### src/hw/rtl/interval_set_merge_insert_assert.svh
// assertion macros for the interval set block
`ifndef INTERVAL_SET_MERGE_INSERT_ASSERT_SVH
`define INTERVAL_SET_MERGE_INSERT_ASSERT_SVH
`ifndef SYNTH
`define ISMS_ASSERT(lbl, ante, cons) \
  lbl: assert property (@(posedge clk_i) disable iff (!rst_ni) (ante) |-> (cons)) \
    else $error("isms: check failed");
`define ISMS_ASSERT_NEXT(lbl, ante, cons) \
  lbl: assert property (@(posedge clk_i) disable iff (!rst_ni) (ante) |=> (cons)) \
    else $error("isms: check failed");
`else
`define ISMS_ASSERT(lbl, ante, cons)
`define ISMS_ASSERT_NEXT(lbl, ante, cons)
`endif
`endif

### src/hw/rtl/isms_pkg.sv
package isms_pkg;

  // default sizes
  localparam int DEF_NUM_SETS      = 4;
  localparam int DEF_MAX_INTERVALS = 16;
  localparam int DEF_COORD_BITS    = 32;

  // fixed field widths
  localparam int OPCODE_W = 2;
  localparam int SET_W    = 2;
  localparam int ENTRY_W  = 4;
  localparam int FIELD_W  = 32;
  localparam int STATUS_W = 2;
  localparam int COUNT_W  = 5;

  typedef enum logic [OPCODE_W-1:0] {
    OP_INSERT = 2'd0,
    OP_CLEAR  = 2'd1,
    OP_READ   = 2'd2
  } opcode_e;

  typedef enum logic [STATUS_W-1:0] {
    ST_OK       = 2'd0,
    ST_OVERFLOW = 2'd1,
    ST_BAD      = 2'd2
  } status_e;

  typedef enum logic [2:0] {
    S_IDLE,
    S_DISPATCH,
    S_READ,
    S_EVAL,
    S_FINAL,
    S_COMMIT,
    S_FETCH,
    S_RESP
  } ctrl_state_e;

  // controller to datapath
  typedef struct packed {
    logic load;
    logic clear;
    logic rd_entry;
    logic eval;
    logic finish;
    logic commit;
    logic rd_pos;
    logic emit;
  } cmd_t;

  // datapath to controller
  typedef struct packed {
    logic bad;
    logic op_insert;
    logic op_clear;
    logic op_read;
    logic k_done;
    logic adv;
  } sts_t;

endpackage

### src/hw/rtl/isms_ctrl.sv
module isms_ctrl
  import isms_pkg::*;
(
  input  logic clk_i,
  input  logic rst_ni,
  input  logic in_valid_i,
  output logic in_ready_o,
  output logic out_valid_o,
  input  logic out_ready_i,
  input  sts_t sts_i,
  output cmd_t cmd_o
);

  ctrl_state_e state_q, state_d;
  logic        out_valid_q, out_valid_d;

  // state and result valid registers
  always_ff @(posedge clk_i or negedge rst_ni) begin
    if (!rst_ni) begin
      state_q     <= S_IDLE;
      out_valid_q <= 1'b0;
    end else begin
      state_q     <= state_d;
      out_valid_q <= out_valid_d;
    end
  end

  // next state and commands
  always_comb begin
    state_d    = state_q;
    cmd_o      = '0;
    in_ready_o = 1'b0;
    case (state_q)
      S_IDLE: begin
        in_ready_o = 1'b1;
        if (in_valid_i) begin
          cmd_o.load = 1'b1;
          state_d    = S_DISPATCH;
        end
      end
      S_DISPATCH: begin
        if (sts_i.bad) begin
          state_d = S_RESP;
        end else if (sts_i.op_insert) begin
          state_d = S_READ;
        end else if (sts_i.op_clear) begin
          cmd_o.clear = 1'b1;
          state_d     = S_RESP;
        end else if (sts_i.op_read) begin
          state_d = S_FETCH;
        end else begin
          state_d = S_RESP;
        end
      end
      S_READ: begin
        if (sts_i.k_done) begin
          state_d = S_FINAL;
        end else begin
          cmd_o.rd_entry = 1'b1;
          state_d        = S_EVAL;
        end
      end
      S_EVAL: begin
        cmd_o.eval = 1'b1;
        if (sts_i.adv) begin
          state_d = S_READ;
        end
      end
      S_FINAL: begin
        cmd_o.finish = 1'b1;
        state_d      = S_COMMIT;
      end
      S_COMMIT: begin
        cmd_o.commit = 1'b1;
        state_d      = S_RESP;
      end
      S_FETCH: begin
        cmd_o.rd_pos = 1'b1;
        state_d      = S_RESP;
      end
      S_RESP: begin
        if (!out_valid_q || out_ready_i) begin
          cmd_o.emit = 1'b1;
          state_d    = S_IDLE;
        end
      end
      default: begin
        state_d = S_IDLE;
      end
    endcase
  end

  // result slot: set on emit, cleared when taken
  assign out_valid_d = cmd_o.emit | (out_valid_q & ~out_ready_i);
  assign out_valid_o = out_valid_q;

endmodule

### config.mk
export PLATFORM = sky130hd
export DESIGN_NAME = isms_ctrl
export DESIGN_NICKNAME = d
export VERILOG_FILES = /design/src/hw/rtl/interval_set_merge_insert_assert.svh /design/src/hw/rtl/isms_pkg.sv /design/src/hw/rtl/isms_ctrl.sv
export SDC_FILE = /design/constraint.sdc
export NUM_CORES = 1
export LEC_CHECK = 0
export BUFFER_PORTS_ARGS = -buffer_cell sky130_fd_sc_hd__buf_2
export CAP_MARGIN = 20
export CORE_AREA = 3 3 40 42
export CTS_CLUSTER_SIZE = 16
export DETAILED_ROUTE_END_ITERATION = 10
export DIE_AREA = 0 0 43 45
export MAX_ROUTING_LAYER = met4
export PLACE_DENSITY = 0.56
export SYNTH_ARGS = -nofsm -noshare
export SYNTH_HDL_FRONTEND = slang
export SYNTH_SLANG_ARGS = --single-unit
export TNS_END_PERCENT = 20
### constraint.sdc
create_clock -name clk_i -period 1.45 [get_ports clk_i]
set_input_delay 0.29 -clock clk_i [delete_from_list [all_inputs] [get_ports clk_i]]
set_output_delay 0.29 -clock clk_i [all_outputs]
set_load 0.05 [all_outputs]
**Yosys cells after proc, flatten, opt, wreduce, memory -nomap -nowiden**

Index checks and enable logic that the tools add are counted.

- Equality and inequality tests: 10
- Muxes and demuxes: 24
- Reductions and logical operators: 5
- Bitwise gates (word level): 3

Operators with widths:

| cell | number |
|---|---|
| $mux 3 | 7 |
| $pmux 3 s7 | 1 |
| $mux 1 | 16 |
| $eq 3x3->1 const B | 4 |
| $eq 3x2->1 const B | 2 |
| $ne 2x2->1 const B | 3 |
| $eq 3x1->1 const B | 1 |
| $logic_not 3->1 | 1 |
| $reduce_and 3->1 | 1 |
| $reduce_or 2->1 | 1 |
| $and 1x1->1 | 1 |
| $logic_not 1->1 | 1 |
| $logic_or 1x1->1 | 1 |
| $not 1->1 | 1 |
| $or 1x1->1 | 1 |

- Output and inout port bits: 10
- Bits of input ports: 10
- Bits in registers: 4

**Longest topological paths before layout**

Gate-level depths: netlist (run 1).

- Depth in word-level cells: 5
- Gate-level depth with buffers: 5
- Gate-level depth less buffers: 4

**Worst setup path after synthesis (run 1)**

No wires, ideal clock.

- Path type: register to output
- Start point: register state_q[1]
- End point: output cmd_o[5] (netlist bit)
- Stages on the path, launching flop included: 3
- Path slack: -1.134 ns
- Buffers on the path: 1
- Data required time: 1.160 ns
- Arrival time: 2.294 ns
- Cells stage by stage: dfrtp_1 -> clkbuf_1 -> nor4b_1

RTL lines:

| element | line | RTL |
|---|---|---|
| start, declared | isms_ctrl.sv:14 | `ctrl_state_e state_q, state_d;` |
| start signal, assigned | isms_ctrl.sv:23 | `state_q <= state_d;` |
| end, declared | isms_ctrl.sv:11 | `output cmd_t cmd_o` |

==> flow_summary.ini, run 1 <==
[synthesis]
synth-async-reset-ratio_pct = 100
synthTopCellsByArea = dfrtp_1, nor3b_1, a21oi_1
synth_top_area_share_pct = 31.1
postSynthCellCount = 38
yosys_register_bits = 4
avgSynthCellArea_um2 = 8.46
yosysTopAreaCell = dfrtp_1
yosysSeqAreaShare_pct = 31.1
synth-edff-count = 0
ys_warn_count = 0
ys_types = 22
synthesis.area_um2 = 322
yosys-top-cells-count = a21oi_1, dfrtp_1, nand2_1, nor2b_1, nor3b_1
synth_flop_cell = dfrtp_1
syn-num-nets = 48

[detailed_routing]
via_per_inst = 4.71
routed_wl_um = 892
detail_route.iter0.violations = 4
drtPass1Iterations = 2
drcViolationCount = 0
vias = 363
wire_per_inst_um = 11.6
ant_nets = 0

[setup_path]
crit_slowest_cell = or3b_4
cp-end-kind = primary output
cp_max_fo = 2
cp_data_required_time_ns = 1.16
path_delay_family = simple AND/OR/NAND/NOR gates
cp_cell_sequence = or3b_4, nor4b_4, buf_6
crit_type = flip-flop to primary output
cp-start-kind = flip-flop
cp.arrival_ns = 1.45
max_stage_delay_ns = 0.42
worstPathBufferInverterCount = 1

[clock_network]
cts_sinks = 4
clk_latency_ns = 0.24
clk_pin_slew_ns = 0.04
htree_levels = 1
cts_made_buffers = 3
cts-root-buf = clkbuf_4
cts_buffer_depth = 2
tritoncts = built
postCtsSetupRepairBufs = 0

[cells_and_area]
fin_nets = 74
instances_no_fill = 77
num_antenna_cells = 0
fin_util_pct = 46.3
multiInputGateArea_um2 = 256
area.growth.synth_to_final_pct = 85.2
design_area_um2 = 596
fillers = 123
drive_above_1_share_pct = 64.5
seqCellArea_um2 = 100

[power]
seqPwrFrac_pct = 14.2
power_density_nw_per_um2 = 2380
pwr-share-clk_pct = 9.9
p_int_mw = 0.671
vdd_drop_max_mv = 1.02
swShare_pct = 52.7
switchingPower_mw = 0.747
p_comb_share_pct = 75.9
p_leak_nw = 0.268

[job]
maxCapViolations = 0

[sta]
skew_ns = 0.000185
tightest_slew_ns = 0.301
holdWs_ns = 0.335
hold_viol_final = 0
setup_viol_count_final = 9
rsz0062_at_grt = yes
period_needed_ns = 1.74
fmax_mhz = 574
layout_worst_path_cycle_share_pct = 120
relSlewSlack_pct = 79.7
drv_slew = 0
layout_setup_ws_ns = -0.293

[global_route]
grt-ovfl-total = 0
antenna_found_initial = 0
grt_max_degree = 14
grt_usage_pct = 10.9
grt_pass1_wl_um = 1520
grt_pass1_vias = 372

[placed_design]
placed_area_um2 = 502
hpwl_um = 660
place_congestion = 0.674
port_buffers = 19
place_inst = 73
place_ws_ns = -0.116

[floorplan]
initial_core_util_pct = 25.0
ioPinCount = 20
fp.dieH_um = 45
rows = 13
dieArea_um2 = 1940
dieWidth_um = 43
fp.coreArea_um2 = 1280

[min_path]
hp-class = primary input to flip-flop

[run_status]
status = complete, but fails checks
violations = negative setup slack
==> flip-flops by register name (all words and copies together) (netlist names) <==
register	cells
out_valid_o	1
state_q	3
==> cells by family after synthesis <==
logic type	count (synthesis)	share of synthesized area [%]
flip-flops	4	31.1
AO/OA/AOI/OAI	7	13.6
buffers and inverters	4	7.00
multiplexers	1	3.50
AND/OR/NAND/NOR	22	44.8
==> power groups by stage <==
stage	clock, mW	sequential, mW	combinational (mW)
after global routing	0.153	0.210	1.15
after CTS	0.146	0.200	1.08
final	0.140	0.201	1.08
after global placement	0	0.189	0.971
after detailed placement	0	0.196	0.964
after floorplan	0	0.244	0.752
==> cell usage in the layout, fill, tap and decap left out, types with 2 or more instances in the layout <==
master and n:
clkbuf_4 3, nand2_1 3, nor4b_4 2, nor3b_2 2, a21oi_1 4, nor2b_1 2, buf_2 10, dfrtp_1 4
buf_4 4, buf_6 9, nor3_2 2, nand3_1 2
==> path summary, 6_finish.rpt <==
check / from / end / slack, ns / cells past startpoint
setup reg to reg: state_q[1]$_DFFE_PN0P_ / state_q[0]$_DFFE_PN0P_ / 0.10 / 5
hold / removal: in_valid_i / state_q[0]$_DFFE_PN0P_ / 0.34 / 3
max in group asynchronous: rst_ni / state_q[2]$_DFFE_PN0P_ / 0.93 / 2
hold reg to reg: out_valid_o$_DFF_PN0_ / out_valid_o$_DFF_PN0_ / 0.55 / 2
min in group asynchronous: rst_ni / out_valid_o$_DFF_PN0_ / 0.40 / 2
setup / recovery: state_q[1]$_DFFE_PN0P_ / cmd_o[6] / -0.29 / 3
==> metal layers <==
metal	vias up	share of wire [%]	global-route usage [%]
met5	-	0	-
met4	0	0	3.61
met3	0	7.2	6.37
met2	13	47	15.9
met1	162	46	12.6
li1	188	-	-
==> area by class of cell <==
| type | instances | share of cell area, % |
|---|---|---|
| Clock buffer | 3 | 3.78 |
| Inverter | 1 | 1.05 |
| Tap cell | 15 | 3.15 |
| Timing Repair Buffer | 24 | 32.1 |
| Multi-Input combinational cell | 30 | 43.1 |
| Sequential cell | 4 | 16.8 |
==> repair_timing <==
action,4_1_cts,5_1_grt
setup endpoints to repair,9,9
hold buffers,1,0
pin swaps,2,0
gates resized for setup,20,0
endpoints found under the hold margin,4,0
==> stage by stage <==
stage | power, mW | setup TNS (ns)
finish | 1.42 | -0.682
global route | 1.51 | -1.39
CTS | 1.43 | -0.735
detailed placement | 1.16 | -0.116
global placement | 1.16 | -0.0995
floorplan | 0.996 | -2.16
==> worst register-to-register path, cell delays in order, from the launching register on <==
cell	delay, ns
dfrtp_1	0.38
or3b_4	0.42
buf_4	0.15
nor3_2	0.17
a21oi_1	0.07
o22ai_2	0.08
Note: power is estimated with default switching activity, not from simulation.
==> inputs of run 2 (changes only) <==
==> constraint.sdc (replaced) <==
create_clock -name clk_i -period 1.45 [get_ports clk_i]
set_input_delay 0.2175 -clock clk_i [delete_from_list [all_inputs] [get_ports clk_i]]
set_output_delay 0.2175 -clock clk_i [all_outputs]
set_load 0.05 [all_outputs]
==> flow_summary.ini, run 2 (synthesis gave the netlist of run 1 again) <==
[sta]
fmax_mhz = 604
period_needed_ns = 1.66
relSlewSlack_pct = 77.7
skew_ns = 0.00587
drv_slew = 0
layout_setup_ws_ns = -0.206
final.setup.tns_ns = -0.245
holdWs_ns = 0.303
hold_viol_final = 0
tightest_slew_ns = 0.332
setup_viol_count_final = 3
rsz0062_at_grt = yes
layout_worst_path_cycle_share_pct = 114

[setup_path]
crit_type = flip-flop to primary output
max_stage_delay_ns = 0.42
cp_data_required_time_ns = 1.23
cp_max_fo = 2
cp.arrival_ns = 1.44
worstSetupEndpoint = cmd_o[6]
path_delay_family = simple AND/OR/NAND/NOR gates
r2r_end = state_q[0]$_DFFE_PN0P_
worstPathBufferInverterCount = 1
crit_cells = 3
r2r_setup_slack_ns = 0.08
crit_slowest_cell = or3b_4
cp-start-kind = flip-flop
cp-end-kind = primary output
r2r-start = state_q[2]$_DFFE_PN0P_
r2r_cells = 5
cp_cell_sequence = or3b_4, nor4b_4, buf_6
crit_start = state_q[2]$_DFFE_PN0P_

[detailed_routing]
routed_wl_um = 872
drcViolationCount = 0
via_per_inst = 4.82
vias = 371
detail_route.iter0.violations = 1
drtPass1Iterations = 4
wire_per_inst_um = 11.3
ant_nets = 0

[clock_network]
tritoncts = built
cts_made_buffers = 3
clk_pin_slew_ns = 0.04
cts-root-buf = clkbuf_4
htree_levels = 1
clk_latency_ns = 0.23
cts_sinks = 4
cts_buffer_depth = 2

[cells_and_area]
area.growth.synth_to_final_pct = 85.6
largest_reg_flops = 3
drive_above_1_share_pct = 64.5
fin_util_pct = 46.4
num_antenna_cells = 0
final_common_cell = buf_2
fin_nets = 74
largest_register = state_q
final_cell_mix = buf_2, buf_6, a21oi_1, clkbuf_4, dfrtp_1

[floorplan]
fp.dieH_um = 45
ioPinCount = 20
dieWidth_um = 43
initial_core_util_pct = 25.0
dieArea_um2 = 1940
fp.coreArea_um2 = 1280
rows = 13

[min_path]
hp-class = primary input to flip-flop

[placed_design]
hpwl_um = 670
place_congestion = 0.629
port_buffers = 19

[job]
maxCapViolations = 0

[power]
power_density_nw_per_um2 = 2350
p_leak_nw = 0.269
vdd_drop_max_mv = 1.09

[run_status]
violations = negative setup slack
status = complete, but fails checks

[global_route]
antenna_found_initial = 0
grt_usage_pct = 11.5
grt_pass1_vias = 361
grt_pass1_wl_um = 1570
grt_max_degree = 14
grt-ovfl-total = 0
==> run 2: cell types whose count changed in the layout (fill, tap and decap cells not counted), sizes merged <==
cell    previous run  this run
clkbuf             3         4
buf               23        22
==> run 2: final cells by class <==
class | instances | area [um2]
tap | 15 | 18.8
fill | 135 | 688
multi-input combinational | 30 | 256
clock buffer | 3 | 22.5
timing repair buffer | 24 | 195
sequential | 4 | 100
inverter | 1 | 3.75
==> run 2: repair_timing <==
item                       in CTS  in global routing
setup buffers                   1                  0
setup endpoints to repair       8                  9
resized for setup              17                  2
pin swaps                       1                  2
hold endpoints to repair        4                  0
hold buffers                    1                  0
==> run 2: worst min path at each step <==
stage | cells past startpoint | end | slack (ns) | start
floorplan | 0 | out_valid_o$_DFF_PN0_ | -0.08 | rst_ni
detailed placement | 1 | out_valid_o$_DFF_PN0_ | 0.03 | rst_ni
global route | 3 | state_q[0]$_DFFE_PN0P_ | 0.32 | in_valid_i
global placement | 1 | out_valid_o$_DFF_PN0_ | 0.03 | rst_ni
CTS | 3 | state_q[0]$_DFFE_PN0P_ | 0.30 | in_valid_i
finish | 3 | state_q[0]$_DFFE_PN0P_ | 0.30 | in_valid_i
==> run 2: metrics by stage <==
stage	setup slack, ns	area (um2)	instances	power [mW]
floorplan	-0.278	389	38	1.00
global placement	-0.0431	497	72	1.15
detailed placement	-0.0543	497	72	1.15
CTS	-0.223	591	77	1.41
global route	-0.269	597	77	1.52
finish	-0.206	597	77	1.41
==> run 2: power breakdown <==
part           internal (mW)  leakage (nW)  total (mW)  switching (mW)
registers              0.167        0.0475       0.195          0.0281
logic                  0.409         0.208        1.08           0.666
clock network         0.0923        0.0138       0.134          0.0420
==> run 2: tightest hold or removal path, stage by stage <==
cell     delay, ns
buf_2         0.09
nor4_1        0.05
o22ai_2       0.12
==> run 2: layer usage <==
layer | vias to the layer above | wire length, um | global-route usage [%]
met4 | 0 | 0 | 1.81
met2 | 16 | 455 | 18.6
met3 | 0 | 82 | 7.17
met1 | 169 | 334 | 12.4
li1 | 186 | - | -
met5 | - | 0 | -
==> inputs of run 3 (changes only) <==
--- a/config.mk
+++ b/config.mk
@@ -8,8 +8,8 @@
 export BUFFER_PORTS_ARGS = -buffer_cell sky130_fd_sc_hd__buf_2
 export CAP_MARGIN = 20
-export CORE_AREA = 3 3 40 42
+export CORE_AREA = 2 2 39 41
 export CTS_CLUSTER_SIZE = 16
 export DETAILED_ROUTE_END_ITERATION = 10
-export DIE_AREA = 0 0 43 45
+export DIE_AREA = 0 0 41 43
 export MAX_ROUTING_LAYER = met4
 export PLACE_DENSITY = 0.56
==> constraint.sdc (replaced) <==
create_clock -name clk_i -period 1.45 [get_ports clk_i]
set_input_delay 0.0725 -clock clk_i [delete_from_list [all_inputs] [get_ports clk_i]]
set_output_delay 0.0725 -clock clk_i [all_outputs]
set_load 0.05 [all_outputs]
==> flow_summary.ini, run 3 (synthesis gave the netlist of run 1 again) <==
[run_status]
status = complete, but fails checks
violations = negative setup slack

[cells_and_area]
drive_above_1_share_pct = 55.7
instances_no_fill = 77
num_antenna_cells = 0
area.growth.synth_to_final_pct = 55.3
largest_register = state_q
fin_nets = 73
largest_reg_flops = 3
fin_util_pct = 36.1
final_cell_mix = buf_2, buf_4, a21oi_1, dfrtp_1
final_common_cell = buf_2

[sta]
holdWs_ns = 0.115
skew_ns = 0.000569
tightest_slew_ns = 0.286
layout_setup_ws_ns = -0.135
period_needed_ns = 1.59
drv_slew = 0
final.setup.tns_ns = -0.135
relSlewSlack_pct = 80.8
rsz0062_at_grt = yes
layout_worst_path_cycle_share_pct = 109
setup_viol_count_final = 1
fmax_mhz = 631
hold_viol_final = 0

[setup_path]
crit_start = state_q[1]$_DFFE_PN0P_
r2r_setup_slack_ns = 0.23
cp_data_required_time_ns = 1.38
cp.arrival_ns = 1.51
r2r-start = state_q[1]$_DFFE_PN0P_
r2r_end = state_q[0]$_DFFE_PN0P_
cp-end-kind = primary output
cp_max_fo = 3
worstSetupEndpoint = cmd_o[6]
cp-start-kind = flip-flop
crit_type = flip-flop to primary output
r2r_cells = 4

[floorplan]
dieArea_um2 = 1760
ioPinCount = 20
fp.dieH_um = 43
fp.coreArea_um2 = 1380
rows = 14
initial_core_util_pct = 23.2
dieWidth_um = 41

[clock_network]
clk_pin_slew_ns = 0.04
cts-root-buf = clkbuf_4
clk_latency_ns = 0.23
cts_made_buffers = 3
cts_buffer_depth = 2
cts_sinks = 4
tritoncts = built
htree_levels = 1

[detailed_routing]
vias = 365
drcViolationCount = 0
routed_wl_um = 840
drtPass1Iterations = 4
detail_route.iter0.violations = 3
via_per_inst = 4.74
ant_nets = 0
wire_per_inst_um = 10.9

[power]
swShare_pct = 55.0
pwr-share-clk_pct = 11.1
p_leak_nw = 0.235
p_int_mw = 0.552
p_comb_share_pct = 73.4
seqPwrFrac_pct = 15.6
switchingPower_mw = 0.673
power_density_nw_per_um2 = 2450
vdd_drop_max_mv = 0.870

[global_route]
grt_max_degree = 14
grt_pass1_vias = 313
grt_usage_pct = 11.7
grt-ovfl-total = 0
grt_pass1_wl_um = 1310
antenna_found_initial = 0

[placed_design]
place_inst = 73
port_buffers = 19
hpwl_um = 625
place_congestion = 0.742
place_ws_ns = 0.0616

[min_path]
hp-class = primary input to flip-flop

[job]
maxCapViolations = 0
[run 3: cell count changes in the layout (fill, tap and decap cells not counted), moves of 2 or more]
cell	delta
buf_2	+5
buf_4	+4
buf_6	-8
nor4b_2	+2
nor4b_4	-2
[run 3: worst min-delay path by stage]
stage | startpoint | slack, ns | cells past startpoint | end
after floorplan | rst_ni | -0.22 | 0 | out_valid_o$_DFF_PN0_
after global placement | rst_ni | -0.12 | 1 | out_valid_o$_DFF_PN0_
after detailed placement | rst_ni | -0.12 | 1 | state_q[0]$_DFFE_PN0P_
after CTS | in_valid_i | 0.11 | 3 | state_q[0]$_DFFE_PN0P_
after global routing | in_valid_i | 0.12 | 3 | state_q[0]$_DFFE_PN0P_
final | in_valid_i | 0.11 | 3 | state_q[0]$_DFFE_PN0P_
[run 3: layer usage]
metal,GRT usage (%),up-vias,share of wire (%)
met2,14.7,11,48
met5,-,-,0
met1,14.8,168,45
met4,10.0,0,0
li1,-,186,-
met3,3.14,0,6.5
[run 3: stage by stage]
stage / power, mW / area (um2)
finish: 1.22 / 499
detailed placement: 1.07 / 457
global route: 1.31 / 499
CTS: 1.23 / 492
global placement: 1.07 / 457
floorplan: 0.894 / 338
[run 3: cell type report]
| cell class | count | area, um2 |
|---|---|---|
| Fill cell | 150 | 885 |
| Multi-Input combinational cell | 30 | 215 |
| Timing Repair Buffer | 23 | 138 |
| Sequential cell | 4 | 100 |
| Clock buffer | 3 | 22.5 |
| Tap cell | 16 | 20.0 |
| Inverter | 1 | 3.75 |
[run 3: repair_timing]
item | CTS | global route
hold endpoints to repair | 4 | 0
pin swaps | 0 | 0
cloned | 0 | 0
setup buffers | 0 | 0
resized for setup | 1 | 6
hold buffers | 1 | 0
setup endpoints to repair | 1 | 4
[run 3: power by group through the flow]
stage / sequential [mW] / combinational [mW] / clock (mW)
2_1_floorplan: 0.237 / 0.657 / 0
3_3_place_gp: 0.189 / 0.876 / 0
3_5_place_dp: 0.192 / 0.881 / 0
4_1_cts: 0.191 / 0.893 / 0.144
5_1_grt: 0.201 / 0.955 / 0.156
6_report: 0.191 / 0.899 / 0.135
[run 3: worst max-delay path, cell delays in order, from the launching register on]
cell	delay, ns
dfrtp_1	0.37
or3b_4	0.42
nor4b_2	0.26
buf_4	0.23
